### src/hdl/scba_rem.sv
// Remainder of the heap overshoot by the constant chunk size.
// Reciprocal multiplication over three pipeline stages; no dependencies.
module scba_rem #(
  parameter int DIV_W       = 25,
  parameter int CHUNK_BYTES = 16384,
  parameter int RW          = 15
) (
  input  logic             clk,
  input  logic             rst_n,
  input  logic             start,
  input  logic [DIV_W-1:0] dividend,
  output logic             done,
  output logic [RW-1:0]    rem
);

  // Reciprocal of the chunk size, exact for every dividend below 2^DIV_W
  localparam int CB = $clog2(CHUNK_BYTES);
  localparam int SH = DIV_W + CB;
  localparam int MW = DIV_W + 1;
  localparam int PW = DIV_W + MW;
  localparam int QW = DIV_W + 1 - CB;
  localparam logic [MW-1:0] RECIP =
    MW'(((64'd1 << SH) + 64'(CHUNK_BYTES) - 64'd1) / 64'(CHUNK_BYTES));
  localparam logic [DIV_W-1:0] CHK = DIV_W'(CHUNK_BYTES);

  logic             v1_r;
  logic             v2_r;
  logic             done_r;
  logic [DIV_W-1:0] x_r;
  logic [QW-1:0]    q_r;
  logic [RW-1:0]    rem_r;
  logic [PW-1:0]    prod;
  logic [DIV_W-1:0] back;

  // Quotient estimate and the multiple of the chunk it covers
  always_comb begin
    prod = PW'(x_r) * PW'(RECIP);
    back = DIV_W'(q_r) * CHK;
  end

  // Stage valids and completion pulse
  always_ff @(posedge clk) begin
    if (!rst_n) begin
      v1_r   <= 1'b0;
      v2_r   <= 1'b0;
      done_r <= 1'b0;
    end else begin
      v1_r   <= start;
      v2_r   <= v1_r;
      done_r <= v2_r;
    end
  end

  // Capture the dividend, then the quotient, then the remainder
  always_ff @(posedge clk) begin
    if (start) begin
      x_r <= dividend;
    end
    if (v1_r) begin
      q_r <= QW'(prod >> SH);
    end
    if (v2_r) begin
      rem_r <= RW'(x_r - back);
    end
  end

  assign done = done_r;
  assign rem  = rem_r;

endmodule

### config.mk
export PLATFORM = sky130hd
export DESIGN_NAME = scba_rem
export DESIGN_NICKNAME = d
export VERILOG_FILES = /design/src/hdl/scba_rem.sv
export SDC_FILE = /design/constraint.sdc
export NUM_CORES = 1
export LEC_CHECK = 0
export BUFFER_PORTS_ARGS = -buffer_cell sky130_fd_sc_hd__clkbuf_2
export CORE_MARGIN = 8
export CORE_UTILIZATION = 44
export CTS_CLUSTER_DIAMETER = 80
export DETAILED_ROUTE_END_ITERATION = 16
export PLACE_DENSITY = 0.74
export SYNTH_ARGS = -nofsm -noshare
export SYNTH_HDL_FRONTEND = slang
export SYNTH_SLANG_ARGS = --single-unit
### constraint.sdc
create_clock -name clk -period 1.31 [get_ports clk]
set_clock_uncertainty 0.15 [all_clocks]
set_input_delay 0.1965 -clock clk [delete_from_list [all_inputs] [get_ports clk]]
set_output_delay 0.1965 -clock clk [all_outputs]
set_load 0.005 [all_outputs]
== Word level (Yosys, flattened, before mapping) ==
Index checks and enable logic that the tools add are counted.
Cells by class
  $add $sub $neg: 1
Operator list (number)
  15-bit subtractor: 1
Word-level totals
  register bits: 34
  input bits: 28
  output and inout bits: 16
  word-level logic and storage cells: 7

== Depth between registers and ports, before layout ==
  word-level depth: 1
  mapped depth: 1
  depth with buffers taken out: 1

== Worst setup path before layout ==
No wires, ideal clock.
  path type: register to register
  start: register v2_r
  end: register rem_r[0] (netlist: rem[0]) (enable)
  arrival: 0.604 ns
  data required time: 0.789 ns
  slack: 0.184 ns
  cell stages (with the launch flop): 1
  path buffers: 0
  path through: dfxtp_1
RTL lines
  start: declaration: line 27  | logic v2_r;
  start signal: assignment: line 49  | v2_r <= v1_r;
  end signal: assignment: line 63  | rem_r <= RW'(x_r - back);
  end: declaration: line 31  | logic [RW-1:0] rem_r;
No word-level cell between the ends.

== Final worst setup path ==
  start: register rem_r[2] (netlist: rem[2])
  end: output port rem[2]
RTL lines
  end: declaration: line 13  | output logic [RW-1:0] rem
No word-level cell between the ends.

==> metrics <==
WP data arrival=820 ps; Die ar.=4110 um2; outcome=completed; Hold/Removal Path Class=in -> reg; dpl cells=100; Syn Nets=66; CP Cell Sequence=clkbuf_2; initial antenna violation count=0; critical path's slowest cell=edfxtp_1; Compound-Gate Fraction of Synth Area=0%; Crit Path Max Fanout=1; Core Rows=17; largest net degree at the start of global routing=17; Hold Path Cell Cnt=1; Worst Path Required=960 ps; post-synthesis mux area share=0%; PostCTS Resize Cnt=0; PortBufs=33; post-synthesis xor/xnor area fraction=0.860%; Bufs and invs on worst path=1; final setup fails=0; wire length on met3=147 um; Largest delay share family, worst path=flip-flops; Synth Area in Adders=0%; H-tree Lvls=2; worst-skew pair later-pin latency=310 ps; Crit Path Class=reg -> out; Die X=64.1 um; Max Used Layer=met4; DR WL/cell=13.7 um; Setup crit end kind=primary output; initial DRC count=13; TritonCTS clock tree=built; Slew Limit Headroom=74.7%; Post-Syn Area per Cell=26.8 um2; reg2reg end=rem[1]; setup TNS=0 ps; Die H=64.1 um; met2 wire len=948 um; Seq/Total Area, Yosys=97.3%; Synth warnings=0; nets@finish=123; Pins Over Slew Limit=0; leak pwr=0.000566 uW; remaining antenna violation count=0; HP Start=start; period utilisation layout=88.7%; MaxCap Viol Count=0; vias in the first global route=588; Yosys reg bits=34; # IOs=44; Post-Layout Cell Count=123; Synth Area in Simple Gates=1.84%; reg2reg start=v2_r; Reg2Reg Depth=1; Syn Inst Count=38; RSZ-0062 raised after global routing=no; core area=2190 um2; DRC errors left=0; Layout area overhead=40.5%; Post-CTS Setup Repair Bufs=0; clock period minus worst slack=1160 ps; GRT Overall Usage=8.63%; largest family of logic cells by synthesized area=simple AND/OR/NAND/NOR gates; Hold Buf Count CTS=16; Via density=4.28; Detailed Routing Iterations Pass 1=4; RePlAce Congestion=0.620; ant diodes=0; Starting Density=46.5%; CTS Sinks=34; clk slew on worst S/H paths=90 ps; Mapped Area=1020 um2; Worst Setup Start Kind=flop; cts bufs inserted=5; Distinct cells, synth=4; Layout fillers=165; Max clock buf depth=2; r2r setup slk=280 ps; first-pass GRT wire length=2660 um; Post-Route WL=1680 um; maximum VDD drop=0.832 mV; PD cells=1300 nW/um2; wl on met1=558 um; layout cell share with drive strength beyond 1=41.1%; final hold vios=0; fmax=860 MHz; vias after detailed routing=527; GRT overflow=0; WHS Endpoint=x_r[0]; Worst-Margin Slew=380 ps; clk root buf=clkbuf_4; Worst path max stage delay=390 ps
-- cell families after synthesis --
| kind of cell | count (synthesis) |
|---|---|
| flops | 34 |
| simple gates | 3 |
| xor+xnor | 1 |
-- report_power, final --
group / internal, uW / total, uW / switching, uW
sequential: 1250 / 1270 / 17.5
combinational: 62.6 / 101 / 38.5
clock: 202 / 488 / 285
-- cells in the final DEF (no fill, tap or decap) --
master	n
xor2_1	1
buf_4	1
clkbuf_2	33
clkbuf_4	5
and2_1	3
clkbuf_1	2
dfxtp_1	3
edfxtp_1	31
dlygate4sd3_1	16
-- registers in the layout, summed over array words and instances (netlist names) --
name and count:
rem 15, q_r 1, v2_r 1, x_r 15
done 1, v1_r 1
-- final cells by class --
| type | instances | area [um2] | share of cell area [%] |
|---|---|---|---|
| clock buffers | 7 | 45.0 | 3.15 |
| multi-input cells | 4 | 27.5 | 1.92 |
| flip-flops and latches | 34 | 991 | 69.2 |
| well taps | 28 | 35.0 | 2.45 |
| repair buffers | 50 | 333 | 23.3 |
-- per-layer routing --
metal / GRT usage [%] / vias up
met5: 0 / -
met4: 6.54 / 0
met3: 3.83 / 2
met2: 15.8 / 20
met1: 7.00 / 248
li1: - / 257
-- cell usage after synthesis --
cell / n / share of area (%)
and2_1: 3 / 1.8
dfxtp_1: 3 / 5.9
xor2_1: 1 / 0.86
edfxtp_1: 31 / 91
-- worst max path at each step --
| stage | slack (ps) | end | cells after the start | from |
|---|---|---|---|---|
| floorplan | 180 | rem[0] | 0 | v2_r |
| global placement | 300 | x_r[7] | 1 | start |
| detailed placement | 280 | x_r[8] | 1 | start |
| CTS | 120 | rem[2] | 1 | rem[2] |
| global route | 100 | rem[2] | 1 | rem[2] |
| finish | 150 | rem[2] | 1 | rem[2] |
-- stage by stage --
step                worst slack (ps)  hold WS (ps)  area [um2]  total power (uW)  utilization [%]
CTS                              125           229        1430              1880             65.3
global placement                 298           224        1230              1350             56.0
global route                     100           250        1430              1930             65.3
detailed placement               279           225        1230              1360             56.0
finish                           148           231        1430              1860             65.3
floorplan                        184           145        1020              1300                -
Note: power is estimated with default switching activity, not from simulation.
