===== config.mk =====
export PLATFORM = sky130hd
export DESIGN_NAME = scba_cnt_mem
export DESIGN_NICKNAME = d
export VERILOG_FILES = /design/src/hdl/scba_cnt_mem.sv
export SDC_FILE = /design/constraint.sdc
export NUM_CORES = 1
export LEC_CHECK = 0
export BUFFER_PORTS_ARGS = -buffer_cell sky130_fd_sc_hd__buf_4
export CAP_MARGIN = 20
export CORE_MARGIN = 3
export CORE_UTILIZATION = 40
export CTS_CLUSTER_DIAMETER = 50
export CTS_CLUSTER_SIZE = 28
export DETAILED_ROUTE_END_ITERATION = 8
export GPL_ROUTABILITY_DRIVEN = 0
export SLEW_MARGIN = 30
export SYNTH_ARGS = -nofsm -noshare
export SYNTH_HDL_FRONTEND = slang
export SYNTH_SLANG_ARGS = --single-unit

===== constraint.sdc =====
create_clock -name clk -period 4 [get_ports clk]
set_input_delay 1.2 -clock clk [delete_from_list [all_inputs] [get_ports clk]]
set_output_delay 1.2 -clock clk [all_outputs]
set_load 0.02 [all_outputs]

===== src/hdl/scba_cnt_mem.sv =====
// Per-class fill counts of the free lists, one synchronous read port.
// Valid bits cleared by reset make every count read as zero until written.
module scba_cnt_mem #(
  parameter int NUM_CLASSES = 16,
  parameter int CW          = 4,
  parameter int CNT_W       = 4
) (
  input  logic             clk,
  input  logic             rst_n,
  input  logic             rd_en,
  input  logic [CW-1:0]    rd_addr,
  output logic [CNT_W-1:0] rd_cnt,
  input  logic             wr_en,
  input  logic [CW-1:0]    wr_addr,
  input  logic [CNT_W-1:0] wr_cnt
);

  logic [CNT_W-1:0] mem [NUM_CLASSES];
  logic [NUM_CLASSES-1:0] vld_r;
  logic [CNT_W-1:0] q_r;
  logic             qv_r;

  // Track which counts have been written since reset
  always_ff @(posedge clk) begin
    if (!rst_n) begin
      vld_r <= '0;
      qv_r  <= 1'b0;
    end else begin
      if (wr_en) begin
        vld_r[wr_addr] <= 1'b1;
      end
      if (rd_en) begin
        qv_r <= vld_r[rd_addr];
      end
    end
  end

  // Storage and registered read data
  always_ff @(posedge clk) begin
    if (wr_en) begin
      mem[wr_addr] <= wr_cnt;
    end
    if (rd_en) begin
      q_r <= mem[rd_addr];
    end
  end

  assign rd_cnt = qv_r ? q_r : '0;

endmodule


; Yosys cells after proc, flatten, opt, wreduce, memory -nomap -nowiden
; Memories as Yosys holds them, arrays and structs flattened. A register that Yosys moved wholly into a read port is not among the register bits.
; Cells that the tools add are included.
[word_totals]
n_memories = 1
in_bits = 16
out_inout_bits = 4
ram_bits = 64
reg_bits = 17
latchBits = 0
romBits = 0
[classes]
bitwise_logic = 1
n_lt_le_gt_ge = 3
n_eq_ne = 0
n_shift = 0
muxes = 7
add_sub_neg = 0
n_mul = 0
div = 0
reduce_logical = 1
[memory_table]
columns = memory, words, word_bits, rd, rd_clocked_by_memory_dff, write_ports, line_no
row1 = mem, 16, 4, 1, 1, 1, 18  ; logic [CNT_W-1:0] mem [NUM_CLASSES];
[op_table]
columns = operator, n
row1 = OR 16 bit, 1
row2 = less-than comparator 4 x 5 -> 1 bit (second input constant), 2
row3 = binary-select mux 1 bit (select 4 bit), 1
row4 = demux 1 bit (select 4 bit), 1
row5 = >= comparator 4 x 1 -> 1 bit (second input constant), 1
row6 = two-way mux 1 bit, 4
row7 = two-way mux 4 bit, 1
row8 = logical AND 1 bit, 1

; Logic depth before layout (Yosys ltp)
[depth]
word_depth = 5
ltp_mapped = 6
depth_no_buf = 4

; Worst setup path before layout
; Ideal clock, no wire load.
[synth_path]
path_type = input port to flip-flop
startpoint = input port rd_addr[0]
endpoint = register q_r[0] (read register of mem) (data pin)
n_path_buf = 2
t_arrival_ns = 2.394
setup_slack_ns = 1.334
required_time_ns = 3.728
stages = 4
setup_time_ns = 0.272
cell_sequence = buf_6 > buf_12 > mux4_2 > mux4_2
[synth_lines]
columns = item, line_no
row1 = from (decl), 11  ; input logic [CW-1:0] rd_addr,
row2 = to (decl), 20  ; logic [CNT_W-1:0] q_r;

==> impl_metrics.env <==
export IMPL_finalSetupViolations=0
export IMPL_ant_nets=0
export IMPL_vias=1654
export IMPL_yosysMostFrequentCell="edfxtp_1"
export IMPL_fp_dieW_um=97.2
export IMPL_die_area_mm2=0.00945
export IMPL_root_buffer="clkbuf_8"
export IMPL_postCtsSetupRepairBufs=0
export IMPL_grt_pass1_vias=1760
export IMPL_grtUsageTotal_pct=14.4
export IMPL_arrival_ps=2590
export IMPL_hold_class="register to register"
export IMPL_syn_nets=189
export IMPL_rsz0062_at_grt="no"
export IMPL_relSlewSlack_pct=42.1
export IMPL_ios=20
export IMPL_viasPerCell=5.50
export IMPL_slew_violations=0
export IMPL_vdd_ir_drop_max_mv=0.235
export IMPL_synth_cell_types=23
export IMPL_syn2layout_area_growth_pct=12.7
export IMPL_final_area_mm2=0.00375
export IMPL_cts_resized=0
export IMPL_p_leak_nw=1.24
export IMPL_synth_cells_most_frequent="68 x edfxtp_1, 17 x dfxtp_1, 16 x o21a_1, 14 x mux4_2, 14 x nor2_1"
export IMPL_antenna_found_initial=0
export IMPL_dr_pass1_iters=4
export IMPL_tns_ps=0
export IMPL_outcome="complete, no violations"
export IMPL_avgSynthCellArea_um2=19.2
export IMPL_finalCritPeriodShare_pct=62.9
export IMPL_cts_max_path_buffers=2
export IMPL_start_kind="input port"
export IMPL_hpwl_mm=4.42
export IMPL_cp_data_required_time_ps=4080
export IMPL_netlist_instances=173
export IMPL_final_util_pct=47.5
export IMPL_grt_first_pass_wirelength_mm=10.0
export IMPL_remaining_drc_errors=0
export IMPL_synth_area_leaders="edfxtp_1 61%, dfxtp_1 10%, mux4_2 9.5%"
export IMPL_cp_max_fo=18
export IMPL_worstMarginPinSlew_ps=862
export IMPL_syn_cell_area_mm2=0.00333
export IMPL_end_kind="register"
export IMPL_drtIter0Drc=123
export IMPL_cts_sinks=85
export IMPL_synthArstFlopShare_pct=0
export IMPL_synth_top_area_share_pct=61.4
export IMPL_worstSetupPathType="input port to register"
export IMPL_fmax_mhz=398
export IMPL_nFillCells=660
export IMPL_hold_slack_ps=467
export IMPL_synth_seq_area_share_pct=71.6
export IMPL_rows=32
export IMPL_clk_latency_ps=350
export IMPL_drive_above_1_share_pct=24.1
export IMPL_htree_levels=3
export IMPL_cts_hold_buf=0
export IMPL_portBuffers=19
export IMPL_ys_ff_latch=85
export IMPL_synth_edf_count=68
export IMPL_hold_violations=0
export IMPL_wirelength_mm=6.28
export IMPL_max_cap_viol_count=0
export IMPL_synth_top_cell_by_area="edfxtp_1"
export IMPL_grt_overflow=0
export IMPL_skew_ps=12.3
export IMPL_ys_warn_count=0
export IMPL_die_height_um=97.2
export IMPL_finalCriticalPeriod_ps=2510
export IMPL_coreArea_mm2=0.00789
export IMPL_dpl_cell_area_mm2=0.00354
export IMPL_cts_made_buffers=9
export IMPL_wl_per_cell_um=20.9
export IMPL_clk_pin_slew_ps=80
export IMPL_grt_max_degree=20
export IMPL_n_antenna_cell=0
export IMPL_cts_tree="yes"
export IMPL_initial_core_util_pct=42.2
export IMPL_power_per_cell_area_mw_per_mm2=454
export IMPL_ys_flop_type="edfxtp_1"
export IMPL_final_nets=211
[state kept, by name, summed over array words and instances, names as in the netlist]
name / flops
qv_r: 1
mem: 64
vld_r: 16
q_r: 4
[logic make-up after synthesis]
| kind of cell | Yosys count | synth area share, % |
|---|---|---|
| multiplexers | 26 | 17.0 |
| buffers and inverters | 9 | 1.84 |
| AO/OA/AOI/OAI | 20 | 4.62 |
| AND/OR/NAND/NOR | 33 | 4.96 |
| flip-flops | 85 | 71.6 |
[per-stage QoR]
stage | power (mW) | setup slack [ps] | instances
floorplan | 1.06 | 1330 | 173
global placement | 1.10 | 1100 | 286
detailed placement | 1.10 | 1080 | 286
CTS | 1.72 | 1460 | 301
global route | 1.77 | 1430 | 301
finish | 1.70 | 1490 | 301
[critical path, cell delays in order]
cell and delay [ps]:
buf_4 280, mux4_1 630, mux4_2 470
[final timing paths]
| check | endpoint | cells after the start | startpoint | slack, ps |
|---|---|---|---|---|
| setup / recovery | q_r[1]$_DFFE_PP_ | 3 | rd_addr[0] | 1490 |
| hold reg to reg | vld_r[10]$_SDFFE_PN0P_ | 1 | vld_r[10]$_SDFFE_PN0P_ | 470 |
| hold / removal | vld_r[10]$_SDFFE_PN0P_ | 1 | vld_r[10]$_SDFFE_PN0P_ | 470 |
| setup reg to reg | q_r[1]$_DFFE_PP_ | 2 | mem[4][1]$_DFFE_PP_ | 2360 |
[layer usage]
| metal | up-vias | GRT usage, % | share of wire (%) |
|---|---|---|---|
| met2 | 37 | 23.1 | 53 |
| met5 | - | 0 | 0 |
| met3 | 4 | 3.88 | 4.4 |
| li1 | 744 | - | - |
| met4 | 0 | 5.96 | 0.70 |
| met1 | 869 | 18.7 | 42 |
[final cells by class]
type,instances,area [µm²],share of cell area [%]
clock buffers,10,128,3.40
clock inverters,5,76.3,2.04
inverters,1,3.75,0.100
flip-flops and latches,85,2380,63.5
multi-input cells,79,890,23.7
well taps,102,128,3.40
repair buffers,19,143,3.80
[cell usage in the layout (no fill, tap or decap), types with 2 or more instances in the layout]
master      n
mux4_2     14
bufinv_16   2
nand2_1     2
and2_1      4
nor3_1      3
nor2_1     14
clkbuf_8    9
nand3b_1    3
mux2i_1     4
a221oi_1    2
o21a_1     16
buf_4      19
edfxtp_1   68
mux4_1      8
dfxtp_1    17
nand3_1     2
nand2b_1    2
[power by group]
group          total, mW  switching [mW]  internal [mW]
Sequential         0.982         0.00655          0.975
Combinational     0.0965          0.0512         0.0453
Clock              0.623           0.277          0.345
Power figures use the tool's default switching activity.
